**config.mk**
```make
export PLATFORM = sky130hd
export DESIGN_NAME = framed_packet_parser_xor
export DESIGN_NICKNAME = d
export VERILOG_FILES = /design/src/rtl/core/fpp_pkg.sv /design/src/rtl/core/fpp_ram.sv /design/src/rtl/core/fpp_ctrl.sv /design/src/rtl/core/fpp_dpath.sv /design/src/rtl/core/framed_packet_parser_xor.sv
export VERILOG_INCLUDE_DIRS = /design/src /design/src/rtl/core
export SDC_FILE = /design/constraint.sdc
export NUM_CORES = 1
export LEC_CHECK = 0
export ABC_AREA = 1
export BUFFER_PORTS_ARGS = -buffer_cell sky130_fd_sc_hd__buf_4
export CAP_MARGIN = 20
export CORE_MARGIN = 1.5
export CORE_UTILIZATION = 50
export CTS_CLUSTER_DIAMETER = 100
export DETAILED_ROUTE_END_ITERATION = 8
export PLACE_DENSITY = 0.66
export SKIP_CTS_REPAIR_TIMING = 1
export SYNTH_ARGS = -nofsm -noshare
export SYNTH_HDL_FRONTEND = slang
export SYNTH_SLANG_ARGS = --single-unit
```
**constraint.sdc**
```tcl
create_clock -name clk -period 3.74 [get_ports clk]
set_clock_uncertainty 0.15 [all_clocks]
set_input_delay 0.374 -clock clk [delete_from_list [all_inputs] [get_ports clk]]
set_output_delay 0.374 -clock clk [all_outputs]
set_load 0.005 [all_outputs]
```
**src/rtl/core/framed_packet_parser_xor_macros.svh**
```systemverilog
// Assertion macros shared by the frame parser RTL.
// Included by the top level; no other dependencies.
`ifndef FRAMED_PACKET_PARSER_XOR_MACROS_SVH
`define FRAMED_PACKET_PARSER_XOR_MACROS_SVH

// The consequent must hold in the same cycle as the antecedent.
`define FPP_ASSERT_IMPLY(label, clk, rst, ante, cons) \
  label: assert property (@(posedge clk) disable iff (rst) (ante) |-> (cons)) \
    else $error("frame parser check failed");

// The consequent must hold in the cycle after the antecedent.
`define FPP_ASSERT_NEXT(label, clk, rst, ante, cons) \
  label: assert property (@(posedge clk) disable iff (rst) (ante) |=> (cons)) \
    else $error("frame parser check failed");

`endif

```
**src/rtl/core/fpp_pkg.sv**
```systemverilog
// Shared types and constants for the framed packet parser.
// Used by the controller, the datapath and the top level.
package fpp_pkg;

  localparam int MAX_LEN_DEFAULT = 32;

  localparam int CFG_DATA_W = 8;
  localparam int CFG_IDX_W  = 1;

  localparam logic [CFG_IDX_W-1:0] CFG_START_MARKER   = 1'd0;
  localparam logic [CFG_IDX_W-1:0] CFG_DELIVER_ENABLE = 1'd1;

  localparam logic [7:0] START_MARKER_RESET   = 8'd126;
  localparam logic       DELIVER_ENABLE_RESET = 1'b1;

  // Commands from the controller to the datapath.
  typedef struct packed {
    logic load_type;
    logic load_len;
    logic store_byte;
    logic clear_ptr;
    logic burst;
  } ctrl_cmd_t;

  // Status from the datapath back to the controller.
  typedef struct packed {
    logic sof_match;
    logic len_bad;
    logic len_zero;
    logic fill_done;
    logic xor_match;
    logic burst_done;
  } dp_status_t;

endpackage

```
**src/rtl/core/fpp_ram.sv**
```systemverilog
// Generic single-write, single-read RAM with a registered read port.
// No dependencies.
module fpp_ram #(
  parameter int WIDTH = 8,
  parameter int DEPTH = 32,
  localparam int AW = (DEPTH > 1) ? $clog2(DEPTH) : 1
) (
  input  logic             clk,
  input  logic             we,
  input  logic [AW-1:0]    waddr,
  input  logic [WIDTH-1:0] wdata,
  input  logic             re,
  input  logic [AW-1:0]    raddr,
  output logic [WIDTH-1:0] rdata
);

  logic [WIDTH-1:0] mem [DEPTH];

  always_ff @(posedge clk) begin
    if (we) begin
      mem[waddr] <= wdata;
    end
    if (re) begin
      rdata <= mem[raddr];
    end
  end

endmodule

```
**src/rtl/core/fpp_ctrl.sv**
```systemverilog
// Frame parser controller: one-hot state machine that sequences the datapath.
// Depends on fpp_pkg for the command and status structs.
module fpp_ctrl
  import fpp_pkg::*;
(
  input  logic       clk,
  input  logic       rst,
  input  logic       in_valid,
  output logic       in_ready,
  input  dp_status_t status,
  output ctrl_cmd_t  cmd
);

  typedef enum logic [5:0] {
    ST_WAIT    = 6'b000001,
    ST_TYPE    = 6'b000010,
    ST_LEN     = 6'b000100,
    ST_PAYLOAD = 6'b001000,
    ST_CHECK   = 6'b010000,
    ST_BURST   = 6'b100000
  } state_t;

  state_t state;
  state_t state_next;
  logic   in_fire;

  assign in_ready = (state != ST_BURST);
  assign in_fire  = in_valid && in_ready;

  always_comb begin
    state_next = state;
    cmd        = '0;
    case (state)
      ST_WAIT: begin
        if (in_fire && status.sof_match) begin
          state_next = ST_TYPE;
        end
      end
      ST_TYPE: begin
        if (in_fire) begin
          cmd.load_type = 1'b1;
          state_next    = ST_LEN;
        end
      end
      ST_LEN: begin
        if (in_fire) begin
          if (status.len_bad) begin
            state_next = ST_WAIT;
          end else begin
            cmd.load_len = 1'b1;
            state_next   = status.len_zero ? ST_CHECK : ST_PAYLOAD;
          end
        end
      end
      ST_PAYLOAD: begin
        if (in_fire) begin
          cmd.store_byte = 1'b1;
          if (status.fill_done) begin
            state_next = ST_CHECK;
          end
        end
      end
      ST_CHECK: begin
        if (in_fire) begin
          cmd.clear_ptr = 1'b1;
          state_next    = status.xor_match ? ST_BURST : ST_WAIT;
        end
      end
      ST_BURST: begin
        cmd.burst = 1'b1;
        if (status.burst_done) begin
          state_next = ST_WAIT;
        end
      end
      default: begin
        state_next = ST_WAIT;
      end
    endcase
  end

  always_ff @(posedge clk) begin
    if (rst) begin
      state <= ST_WAIT;
    end else begin
      state <= state_next;
    end
  end

endmodule

```
**src/rtl/core/fpp_dpath.sv**
```systemverilog
// Frame parser datapath: configuration, header capture, checksum, payload store
// and the two-stage result pipeline. Depends on fpp_pkg and fpp_ram.
module fpp_dpath
  import fpp_pkg::*;
#(
  parameter int MAX_LEN = MAX_LEN_DEFAULT
) (
  input  logic                  clk,
  input  logic                  rst,
  input  logic                  cfg_we,
  input  logic [CFG_IDX_W-1:0]  cfg_index,
  input  logic [CFG_DATA_W-1:0] cfg_data,
  input  logic [7:0]            rx_byte,
  input  ctrl_cmd_t             cmd,
  output dp_status_t            status,
  output logic                  out_valid,
  input  logic                  out_ready,
  output logic [7:0]            frame_type,
  output logic [5:0]            frame_length,
  output logic [7:0]            data_byte,
  output logic [4:0]            byte_position,
  output logic                  has_data,
  output logic                  last
);

  localparam int AW = (MAX_LEN > 1) ? $clog2(MAX_LEN) : 1;
  localparam int LW = $clog2(MAX_LEN + 1);

  logic [7:0]    start_marker;
  logic          deliver_enable;

  logic [7:0]    held_type;
  logic [LW-1:0] held_length;
  logic [LW-1:0] fill_index;
  logic [7:0]    running_xor;
  logic [LW-1:0] rd_ptr;

  logic          issue;
  logic          issue_last;
  logic          s1_move;
  logic [7:0]    rdata;

  // Stage one: the item whose payload byte sits in the RAM read register.
  logic          s1_valid;
  logic [7:0]    s1_type;
  logic [LW-1:0] s1_len;
  logic [AW-1:0] s1_pos;
  logic          s1_has;
  logic          s1_last;

  // Output register.
  logic [7:0]    out_type;
  logic [LW-1:0] out_len;
  logic [7:0]    out_data;
  logic [AW-1:0] out_pos;
  logic          out_has;
  logic          out_last;

  always_ff @(posedge clk) begin
    if (rst) begin
      start_marker   <= START_MARKER_RESET;
      deliver_enable <= DELIVER_ENABLE_RESET;
    end else if (cfg_we) begin
      case (cfg_index)
        CFG_START_MARKER:   start_marker   <= cfg_data[7:0];
        CFG_DELIVER_ENABLE: deliver_enable <= cfg_data[0];
        default: ;
      endcase
    end
  end

  assign status.sof_match = (rx_byte == start_marker);
  assign status.len_bad   = (rx_byte > 8'(MAX_LEN));
  assign status.len_zero  = (rx_byte == 8'd0);
  assign status.fill_done = ({1'b0, fill_index} + (LW+1)'(1)) >= {1'b0, held_length};
  assign status.xor_match = (rx_byte == running_xor) && deliver_enable;

  always_ff @(posedge clk) begin
    if (rst) begin
      held_type   <= '0;
      held_length <= '0;
      fill_index  <= '0;
      running_xor <= '0;
    end else begin
      if (cmd.load_type) begin
        held_type   <= rx_byte;
        running_xor <= rx_byte;
      end
      if (cmd.load_len) begin
        held_length <= LW'(rx_byte);
        running_xor <= running_xor ^ rx_byte;
        fill_index  <= '0;
      end
      if (cmd.store_byte) begin
        running_xor <= running_xor ^ rx_byte;
        fill_index  <= fill_index + LW'(1);
      end
    end
  end

  // A new read is issued only when stage one is free or drains this cycle.
  assign s1_move    = s1_valid && (!out_valid || out_ready);
  assign issue      = cmd.burst && (!s1_valid || s1_move);
  assign issue_last = (held_length == '0) ||
                      (({1'b0, rd_ptr} + (LW+1)'(1)) == {1'b0, held_length});
  assign status.burst_done = issue && issue_last;

  always_ff @(posedge clk) begin
    if (rst) begin
      rd_ptr <= '0;
    end else if (cmd.clear_ptr) begin
      rd_ptr <= '0;
    end else if (issue) begin
      rd_ptr <= rd_ptr + LW'(1);
    end
  end

  fpp_ram #(
    .WIDTH(8),
    .DEPTH(MAX_LEN)
  ) u_store (
    .clk  (clk),
    .we   (cmd.store_byte),
    .waddr(fill_index[AW-1:0]),
    .wdata(rx_byte),
    .re   (issue),
    .raddr(rd_ptr[AW-1:0]),
    .rdata(rdata)
  );

  always_ff @(posedge clk) begin
    if (rst) begin
      s1_valid  <= 1'b0;
      out_valid <= 1'b0;
    end else begin
      if (issue) begin
        s1_valid <= 1'b1;
      end else if (s1_move) begin
        s1_valid <= 1'b0;
      end
      if (s1_move) begin
        out_valid <= 1'b1;
      end else if (out_ready) begin
        out_valid <= 1'b0;
      end
    end
  end

  // Header fields travel with each item, since a new frame may start
  // before the last items of this one have been taken.
  always_ff @(posedge clk) begin
    if (issue) begin
      s1_type <= held_type;
      s1_len  <= held_length;
      s1_pos  <= rd_ptr[AW-1:0];
      s1_has  <= (held_length != '0);
      s1_last <= issue_last;
    end
    if (s1_move) begin
      out_type <= s1_type;
      out_len  <= s1_len;
      out_data <= s1_has ? rdata : 8'd0;
      out_pos  <= s1_pos;
      out_has  <= s1_has;
      out_last <= s1_last;
    end
  end

  assign frame_type    = out_type;
  assign frame_length  = 6'(out_len);
  assign data_byte     = out_data;
  assign byte_position = 5'(out_pos);
  assign has_data      = out_has;
  assign last          = out_last;

endmodule

```
**src/rtl/core/framed_packet_parser_xor.sv**
```systemverilog
// Top level of the framed packet parser: controller, datapath and checks.
// Depends on fpp_pkg, fpp_ctrl, fpp_dpath, fpp_ram and the macros header.

// Byte-serial parser for frames of start byte, type, length, payload and an
// XOR checksum over type, length and payload. While a frame is being parsed
// one byte is accepted every cycle. When a frame passes its checksum and
// delivery is enabled, input is held off while the payload is read back from
// the payload RAM, one item issued per cycle unless the output side stalls,
// max(length, 1) items in all. The RAM read register and the output register
// form a two-item pipeline, so the next frame's bytes are accepted while the
// last items of the burst still wait. An empty frame gives one item with
// has_data low. Bad checksums, oversized lengths and frames with delivery
// disabled give no items.
`include "framed_packet_parser_xor_macros.svh"

module framed_packet_parser_xor
  import fpp_pkg::*;
#(
  parameter int MAX_LEN = MAX_LEN_DEFAULT
) (
  input  logic                  clk,
  input  logic                  rst,
  input  logic                  cfg_we,
  input  logic [CFG_IDX_W-1:0]  cfg_index,
  input  logic [CFG_DATA_W-1:0] cfg_data,
  input  logic                  in_valid,
  output logic                  in_ready,
  input  logic [7:0]            rx_byte,
  output logic                  out_valid,
  input  logic                  out_ready,
  output logic [7:0]            frame_type,
  output logic [5:0]            frame_length,
  output logic [7:0]            data_byte,
  output logic [4:0]            byte_position,
  output logic                  has_data,
  output logic                  last
);

  ctrl_cmd_t  cmd;
  dp_status_t status;

  fpp_ctrl u_ctrl (
    .clk     (clk),
    .rst     (rst),
    .in_valid(in_valid),
    .in_ready(in_ready),
    .status  (status),
    .cmd     (cmd)
  );

  fpp_dpath #(
    .MAX_LEN(MAX_LEN)
  ) u_dpath (
    .clk          (clk),
    .rst          (rst),
    .cfg_we       (cfg_we),
    .cfg_index    (cfg_index),
    .cfg_data     (cfg_data),
    .rx_byte      (rx_byte),
    .cmd          (cmd),
    .status       (status),
    .out_valid    (out_valid),
    .out_ready    (out_ready),
    .frame_type   (frame_type),
    .frame_length (frame_length),
    .data_byte    (data_byte),
    .byte_position(byte_position),
    .has_data     (has_data),
    .last         (last)
  );

  // Once the final item of a burst is issued, input is open again.
  `FPP_ASSERT_NEXT(a_burst_releases_input, clk, rst, status.burst_done, in_ready)

  // An item without data only comes from an empty frame and closes it.
  `FPP_ASSERT_IMPLY(a_empty_item, clk, rst, out_valid && !has_data, frame_length == 6'd0 && last && data_byte == 8'd0)

  // The final data item of a burst sits at the end of the frame.
  `FPP_ASSERT_IMPLY(a_last_position, clk, rst, out_valid && has_data && last, byte_position == 5'(frame_length - 6'd1))

endmodule
```
* Word level (Yosys, flattened, before mapping)
Memories as Yosys holds them, arrays and structs flattened. A register that Yosys moved wholly into a read port is not among the register bits. Index checks and enable logic that the tools add are counted. Widths: inputs -> output; s select.
Storage, ports and cells: register bits 101, memory bits (writable) 256, output and inout bits 31, logic and storage cells 99, memories kept 1
Cells by class: add/subtract/negate cells 4, order comparisons 2, equal/unequal tests 17, multiplexer cells 30, bitwise gates (word level) 2, reduce and logical (&&, ||, !) cells 22
Memories:
- u_dpath.u_store.mem | depth 32, bits a word 8, read ports 1, clocked after Yosys merged registers in 1, wr ports 1, RTL line fpp_ram.sv:17 | logic [WIDTH-1:0] mem [DEPTH];
Operator list (number):
- $mux 6 | 11
- $pmux 6 s6 | 1
- $mux 8 | 3
- $eq 8x8->1 | 2
- $add 6x1->7 const B | 2
- $mux 1 | 14
- $add 6x1->6 const B | 2
- $ne 2x1->1 const B | 5
- $gt 8x6->1 const B | 1
- $logic_not 8->1 | 1
- $xor 8x8->8 | 1
- $eq 7x6->1 | 1
- $ge 7x6->1 | 1
- $reduce_and 7->1 | 1
- $eq 6x1->1 const B | 1
- $eq 6x2->1 const B | 1
- $eq 6x3->1 const B | 1
- $eq 6x4->1 const B | 1
- $eq 6x5->1 const B | 1
- $eq 6x6->1 const B | 1
- $logic_and 1x1->1 | 6
- $logic_not 6->1 | 1
- $ne 6x6->1 const B | 1
- $reduce_bool 2->1 | 3
- 9 further kinds | 14

* Depth between registers and ports, before layout
Gate-level depths: netlist (run 1).
depth after elaboration 8, depth in mapped cells 15

* Modules after synthesis
From an unflattened synthesis (run 1), not the netlist that was laid out.
Unflattened totals: cell total of the unflattened synthesis 1395, area, all modules 15228.4 um^2
By module, submodules not included:
- fpp_ram | instances 1, cells each 922, area an instance 10866.7 um^2
- fpp_dpath | instances 1, cells each 381, area an instance 3844.9 um^2
- fpp_ctrl | instances 1, cells each 92, area an instance 516.7 um^2

* Worst setup path before layout (run 1)
OpenSTA, ideal clock, no wires.
path type flip-flop to flip-flop, from register u_ctrl.state[0], to register u_ctrl.state[5], setup time 110 ps, data arrival time 2623 ps, data required time 3480 ps, slack 857 ps, stages on the path, launching flop included 9, buffers on the path 0, cell sequence dfxtp_1 nor2_2 nand4_2 nor2_1 nand2_1 nand2_2 o21ai_0 nand2_1 inv_1
On the way: elaborated cells between the ends (all ways) 21
RTL lines:
- from (decl) | RTL line fpp_ctrl.sv:23 | state_t state;
- from (signal assigned) | RTL line fpp_ctrl.sv:85 | state <= state_next;
- $ne 6x6->1 * | RTL line fpp_ctrl.sv:27 | assign in_ready = (state != ST_BURST);
- via in_ready | RTL line framed_packet_parser_xor.sv:27 | output logic in_ready,
- $logic_and 1x1->1 * | RTL line fpp_ctrl.sv:28 | assign in_fire = in_valid && in_ready;
- $logic_and 1x1->1 | RTL line fpp_ctrl.sv:35 | if (in_fire && status.sof_match) begin
- $ne 2x1->1 (no source line)
- $reduce_and 7->1 (no source line) *
Mark *: on every way through the listed nets, which the timed path passes. The rest lies on a longest branch. A chain may end at the register's enable or synchronous reset.

* Worst setup path after layout (run 1)
from register u_ctrl.state[3], to memory u_dpath.u_store.mem[28][4], enable pin
On the way: word-level cells in the longest chain between the ends 6, elaborated cells between the ends (all ways) 7
RTL lines:
- $ne 6x6->1 | RTL line fpp_ctrl.sv:27
- $logic_and 1x1->1 | RTL line fpp_ctrl.sv:28
- $mux 1 | RTL line fpp_ctrl.sv:56 | if (in_fire) begin
- $mux 1 * | RTL line fpp_ctrl.sv:33 | case (state)
- $mux 1 * | RTL line fpp_ram.sv:20 | if (we) begin
- $mux 1 (not written as such) * | RTL line fpp_ram.sv:21 | mem[waddr] <= wdata;
- to (decl) | RTL line fpp_ram.sv:17
Every way passes the cells marked *; elsewhere a longest branch is shown, timed or not.

==> key figures, run 1 <==
Outcome
  – Status: completed

CTS
  – CTS tree: built
  – CTS H-Tree Depth: 2
  – Clk pin slew, worst setup/hold paths: 0.06 ns
  – Clk sinks: 365
  – Clock Tree Buf Depth: 3
  – Worst-Skew Late Latency: 0.53 ns
  – Root Buffer: clkbuf_16
  – Num CTS Buffers: 38

Setup path
  – Crit end category: register
  – Reg2reg setup slack: 1.15 ns
  – Critical Path Sink: u_dpath.u_store.mem[28][4]
  – Reg-to-Reg End: u_dpath.u_store.mem[28][4]
  – Crit Path Class: register to register
  – CP Launch Type: register
  – Worst endpoint required time: 3.74 ns
  – Critical R2R Launch: u_ctrl.state[3]
  – Worst setup path start: u_ctrl.state[3]
  – Crit-path max FO: 11
  – Cells on worst reg2reg path: 7
  – CP arrival: 2.59 ns

Detailed routing
  – Total Wirelength: 35.6 mm
  – Via density: 5.72
  – DRT antenna net count: 0
  – Residual DRC: 0
  – First drt pass iteration count: 5
  – Via Count: 9,823
  – WL/cell: 20.7 um
  – DR iter-0 viols: 1,263

Hold path
  – Hold Path Class: input pin to register
  – Hold depth: 4

Synth
  – Post-synthesis cell type count: 35
  – Synth warnings: 0
  – Sequential share of the synthesized area: 0.707
  – Post-Syn Instances: 1,243
  – Number of synthesized register bits: 365
  – Mapped Nets: 1,276
  – Mapped Area: 0.0148 mm^2
  – Synth Area per Inst: 11.9 um^2

Layout
  – Final-layout fill cell count: 2,288
  – P&R area growth vs syn: 14.9%
  – Filler-free cell count of the finished design: 1,716
  – N_diodes: 0
  – Nets: 1,335
  – Share of cells above drive strength 1: 0.119

Die
  – Die ar.: 0.0306 mm^2
  – Height of the die: 175 um
  – Initial Utilization: 0.511
  – # IOs: 53
  – Area of the core: 0.0289 mm^2
  – Die Width: 175 um
  – Rows: 62

Place
  – Gpl congestion: 0.905
  – Post-DP HPWL: 22.5 mm
  – Port-buffer cells: 52
  – Placed Cells: 1,636

Global routing
  – First-pass GRT wire length: 54.2 mm
  – Pin count of the biggest net entering global routing: 114
  – GR Overflow Total: 0
  – Vias in the first global route: 9,273
  – Total GRT Usage: 0.234
  – Initial antenna violation count: 1

Timing
  – Hold_ws: 0.00884 ns
  – Slew at the pin closest to its max-slew limit: 0.873 ns
  – Fmax: 0.387 GHz
  – Final Slew Violations: 0
  – Final setup fails: 0
  – Unrepaired setup endpoints after global routing: false
  – Relative slew slack: 0.418
  – Final hold viol count: 0
  – Fin crit share: 0.692
  – Tmin final: 2.59 ns
  – Final setup TNS: 0 ns

Run
  – Max-Cap Viols: 0

Power and ir drop
  – Lkg Pwr: 5.97 nW
  – PD cells: 526 mW/mm^2
  – Peak supply drop: 0.000321 V
==> worst min path at each step <==
| stage | start | end | slack [ns] |
|---|---|---|---|
| after global routing | rx_byte[5] | u_dpath.u_store.mem[26][5] | 0.03 |
| after floorplan | u_dpath.s1_pos[0] | u_dpath.byte_position[0] | 0.25 |
| after detailed placement | u_dpath.s1_type[2] | u_dpath.frame_type[2] | 0.25 |
| after CTS | cfg_data[4] | u_dpath.start_marker[4] | -0.1 |
| after global placement | u_dpath.s1_pos[2] | u_dpath.byte_position[2] | 0.25 |
| final | out_ready | u_dpath.out_valid | 0.009 |
==> registers in the layout, summed over array words and instances, names as in the netlist, 6 cells and up <==
signal / flops
u_dpath.start_marker: 8
u_dpath.frame_type: 8
u_dpath.held_type: 8
u_ctrl.state: 6
u_dpath.frame_length: 6
u_dpath.rd_ptr: 6
u_dpath.u_store.rdata: 8
u_dpath.s1_type: 8
u_dpath.s1_len: 6
u_dpath.data_byte: 8
u_dpath.u_store.mem: 256
u_dpath.fill_index: 6
u_dpath.held_length: 6
u_dpath.running_xor: 8
==> critical path: stages, from the launching register on <==
cell     delay [ns]
dfxtp_1        0.41
nor2_2         0.08
nand4_2        0.15
nand2_2        0.11
nor2_1         0.10
buf_4          0.18
nand2_1        0.40
nor2_1         0.65
==> metrics by stage <==
step | worst slack [ns] | util | area (um^2) | total power, mW
6_report | 1.15 | 0.587 | 17000 | 8.94
3_5_place_dp | 1.17 | 0.537 | 15500 | 5.02
3_3_place_gp | 1.24 | 0.537 | 15500 | 5.02
5_1_grt | 0.902 | 0.587 | 17000 | 9.19
4_1_cts | 1.18 | 0.583 | 16900 | 8.96
2_1_floorplan | 0.857 | - | 14800 | 4.85
==> cells in the mapped netlist, drive strengths merged <==
master,count,area (um^2)
a21oi,42,210
xnor2,11,96.3
o211ai,1,7.51
xor2,10,87.6
nand3,60,300
or2,1,6.26
inv,73,274
a211oi,7,52.6
dfxtp,51,1020
nand4,9,68.8
nor4,1,6.26
o221ai,47,412
o21ai,158,791
nor2,234,891
clkinv,1,5.00
o22ai,18,113
edfxtp,314,9430
nand2,112,445
a311o,1,10.0
a31oi,7,43.8
ha,11,138
clkbuf,37,139
nor3,4,25.0
o21a,3,22.5
buf,30,186
==> layout by cell type, fill, tap and decap left out, drive strengths merged <==
cell         netlist  layout
xnor2             11      11
nor2             234     234
nand2            112     112
a21oi             42      42
o21ai            158     158
inv               73      73
or2                1       1
clkinvlp           0       1
dfxtp             51      51
o221ai            47      47
bufinv             0       7
nor3               4       4
o21a               3       3
xor2              10      10
a311o              1       1
a31oi              7       7
dlygate4sd3        0      10
buf               30      76
ha                11      11
edfxtp           314     314
nand3             60      60
o22ai             18      18
clkbuf            37      48
o211ai             1       1
nor4               1       1
clkinv             1      15
nand4              9       9
a211oi             7       7
==> per-layer routing <==
layer	vias up	wire, um	track usage	part of all wire
li1	4601	-	-	-
met1	4741	15100	0.326	0.43
met2	411	16800	0.382	0.47
met3	70	2570	0.0331	0.072
met4	0	1010	0.0766	0.029
met5	-	0	0	0
==> area by class of cell <==
type	instances	area, um^2	area share
Timing Repair Buffer	86	683	0.0402
Inverter	74	280	0.0165
Tap cell	384	480	0.0283
Clock buffer	48	1030	0.0607
Sequential cell	365	10500	0.616
Clock inverter	22	312	0.0184
Multi-Input combinational cell	737	3740	0.220
==> logic make-up after synthesis <==
family                     Yosys count  share of synthesized area
and+or+nand+nor                    421                      0.118
AOI/OAI and AO/OA                  284                      0.112
DFF                                365                      0.707
buffers and inverters              141                     0.0409
xor gates and xnor gates            21                     0.0124
adders and majority gates           11                    0.00931
==> power by group <==
group / leakage, nW / total, mW / switching, mW / internal, mW
registers: 3.27 / 4.48 / 0.0348 / 4.45
logic: 2.05 / 0.466 / 0.310 / 0.156
clock network: 0.652 / 3.99 / 1.54 / 2.45
total: 5.97 / 8.94 / 1.88 / 7.06
(Power assumes the default switching activity.)
==> run 2: changes to the inputs <==
ABC_AREA = 0   (was 1)
PLACE_DENSITY = 0.68   (was 0.66)
clock period = 2.33 ns   (was 3.74 ns; I/O delays follow)
==> run 2 against run 1 <==
Against the previous run: the run now ends with hold timing, setup timing left; final cell count is 17% lower; register-to-register slack lost 1.3 ns; maximum frequency grew 2.8%; sequential share of layout area fell by 2.8 points; flip-flop and latch count unchanged; via count shrank 20%; die area shrank 1.8%; clock-buffer cell count is 2 higher; utilization up 3.5 points; critical path depth fell by 2.
==> key figures, run 2 <==
Setup path
  – Largest stage delay, worst path: 0.54 ns (-0.11 ns)
  – Worst path cell trace: buf_12 > buf_12 > mux4_2 > mux4_2 > mux2_4
  – Crit Path Class: register to register
  – Crit-path max FO: 8 (-3)
  – Critical path buffer and inverter count: 2 (+1)
  – Crit end category: register
  – Worst endpoint required time: 2.45 ns (-1.29 ns)
  – CP arrival: 2.64 ns (+0.05 ns)
  – CP Launch Type: register
  – Slowest cell on crit path: mux4_2
  – Worst path top cell family by delay: multiplexers

Detailed routing
  – WL/cell: 21.5 um (+3.6%)
  – Residual DRC: 0 (unchanged)
  – DR iter-0 viols: 878 (-30%)
  – Total Wirelength: 30.4 mm (-14%)
  – Via Count: 7,817 (-20%)
  – Via density: 5.52 (-3.6%)
  – DRT antenna net count: 0 (unchanged)
  – First drt pass iteration count: 5 (unchanged)

Run
  – Max-Cap Viols: 0 (unchanged)

Synth
  – Main synth FF type: edfxtp_1
  – EDFF count, synth: 314 (unchanged)
  – Post-synthesis cell type count: 50 (+43%)
  – Synth async-reset ratio: 0 (unchanged)
  – Mapped Nets: 848 (-34%)
  – Synth Area per Inst: 17.8 um^2 (+50%)
  – Number of synthesized register bits: 365 (unchanged)
  – Top-count cell post-synth: edfxtp_1
  – Synth warnings: 0 (unchanged)
  – Mapped Area: 0.0145 mm^2 (-1.8%)
  – Largest cells by area after synthesis: edfxtp_1, mux4_2, dfxtp_1
  – Commonest cells in the netlist: edfxtp_1, nor2_1, mux4_2
  – Post-Syn Instances: 815 (-34%)
  – Top cell type's share of synthesized area: 0.650 (+0.0118)
  – Sequential share of the synthesized area: 0.720 (+0.0130)
  – Synth area leader: edfxtp_1

Power and ir drop
  – Switching pwr: 2.70 mW (+43%)
  – Clk pwr share: 0.434 (-0.012)
  – P_int: 10.7 mW (+52%)
  – Tot Pwr: 13.4 mW (+50%)
  – Peak supply drop: 0.000707 V (+120%)
  – Lkg Pwr: 5.99 nW (+0.30%)
  – PD cells: 753 mW/mm^2 (+43%)
  – Seq pwr share: 0.531 (+0.029)
  – Logic pwr share: 0.035 (-0.017)
  – Sw frac: 0.201 (-0.00931)

Layout
  – Utilization after layout: 0.622 (+0.0352)
  – Register Area: 0.0105 mm^2 (about the same)
  – Area of the multi-input gates: 0.00398 mm^2 (+6.6%)
  – P&R area growth vs syn: 22.7%
  – Largest Register: u_dpath.u_store.mem
  – Final-layout fill cell count: 2,026 (-11%)
  – Max reg flops: 256 (unchanged)
  – Design area: 0.0178 mm^2 (+4.9%)
  – Share of cells above drive strength 1: 0.335 (+0.216)
  – Nets: 1,038 (-22%)
  – Most common cell after layout, fill and taps aside: edfxtp_1
  – Most frequent cells in the layout: edfxtp_1, buf_4, nor2_1

Place
  – Port-buffer cells: 52 (unchanged)
  – Placed Instance Area: 0.0162 mm^2 (+4.2%)
  – Gpl congestion: 0.831 (-8.2%)
  – Post-DP HPWL: 19.7 mm (-12%)

Global routing
  – Vias in the first global route: 7,635 (-18%)
  – GR Overflow Total: 0 (unchanged)
  – Total GRT Usage: 0.202 (-0.0323)
  – Pin count of the biggest net entering global routing: 42 (-63%)
  – Initial antenna violation count: 3 (+2)
  – First-pass GRT wire length: 45.4 mm (-16%)

Die
  – Initial Utilization: 0.507 (-0.00382)
  – Rows: 62 (unchanged)
  – Die ar.: 0.0301 mm^2 (-1.8%)
  – Area of the core: 0.0286 mm^2 (-1.1%)
  – # IOs: 53 (unchanged)
  – Die Width: 173 um (-0.89%)
  – Height of the die: 173 um (-0.89%)

Timing
  – Fin worst setup slack: -0.186 ns (-1.34 ns)
  – Hold_ws: -0.0272 ns (-0.0360 ns)
  – Final Slew Violations: 0 (unchanged)
  – Final setup fails: 12 (+12)
  – Final hold viol count: 16 (+16)
  – Slew at the pin closest to its max-slew limit: 0.449 ns (-0.424 ns)
  – Tmin final: 2.52 ns (-0.0705 ns)
  – Fmax: 0.397 GHz (+2.8%)
  – Unrepaired setup endpoints after global routing: true
  – Relative slew slack: 0.698 (+0.280)
  – Fin crit share: 1.08 (+0.388)

Hold path
  – Hold Path Class: input pin to register

CTS
  – Num CTS Buffers: 38 (unchanged)
  – Root Buffer: clkbuf_16
  – Worst-Skew Late Latency: 0.53 ns (about the same)
  – Clk pin slew, worst setup/hold paths: 0.06 ns (about the same)
  – CTS H-Tree Depth: 2 (unchanged)
  – Clock Tree Buf Depth: 3 (unchanged)
  – CTS tree: built
  – Clk sinks: 365 (unchanged)

Outcome
  – Status: complete, but fails checks
  – Violated checks: hold timing, setup timing
-- run 2: worst paths after layout --
| path | cells after the start | slack [ns] | from | to |
|---|---|---|---|---|
| setup / recovery | 5 | -0.19 | u_dpath.rd_ptr[0] | u_dpath.u_store.rdata[3] |
| hold / removal | 4 | -0.03 | out_ready | u_dpath.s1_valid |
| setup reg to reg | 5 | -0.19 | u_dpath.rd_ptr[0] | u_dpath.u_store.rdata[3] |
| hold reg to reg | 0 | 0.27 | u_dpath.s1_len[3] | u_dpath.frame_length[3] |
-- run 2: metrics by stage --
| stage | instances | TNS (ns) | setup slack, ns |
|---|---|---|---|
| after global placement | 1322 | -1.03 | -0.139 |
| after CTS | 1388 | -1.74 | -0.240 |
| after detailed placement | 1322 | -1.50 | -0.223 |
| after floorplan | 815 | -0.0381 | -0.0213 |
| after global routing | 1416 | -2.30 | -0.238 |
| final | 1417 | -1.50 | -0.186 |
-- run 2: worst register-to-register path, cell delays in order, from the launching register on --
cell and delay, ns:
dfxtp_4 0.44, buf_12 0.18, buf_12 0.15, mux4_2 0.51
mux4_2 0.54, mux2_4 0.28
-- run 2: final cells by class --
cell class	instances	share of cell area
antenna	2	0.000281
clock buffer	50	0.0571
clock inverter	16	0.00928
inverter	15	0.00316
multi-input combinational	395	0.224
sequential	365	0.588
tap	384	0.0270
timing repair buffer	190	0.0916
-- run 2: power groups by stage --
| stage | Combinational (mW) | Sequential (mW) | Clock (mW) |
|---|---|---|---|
| 6_report | 0.476 | 7.12 | 5.81 |
| 2_1_floorplan | 0.231 | 7.24 | 0 |
| 3_5_place_dp | 0.408 | 7.25 | 0 |
| 4_1_cts | 0.409 | 7.11 | 5.91 |
| 3_3_place_gp | 0.400 | 7.25 | 0 |
| 5_1_grt | 0.519 | 7.12 | 6.16 |
-- run 2: cells by family after synthesis --
| kind of cell | after synthesis | share of synthesized area |
|---|---|---|
| xor+xnor | 34 | 0.0205 |
| simple gates | 192 | 0.0639 |
| mux | 114 | 0.148 |
| flops | 365 | 0.720 |
| fa+ha+maj | 11 | 0.00948 |
| compound gates | 44 | 0.0197 |
| buf+inv | 55 | 0.0179 |
-- run 2: layer usage --
layer  global-route usage  up-vias  wire, um
li1                     -     3576         -
met4               0.0623        0       570
met3               0.0340       47      1790
met1                0.300     3954     13900
met2                0.309      240     14100
met5                    0        -         0
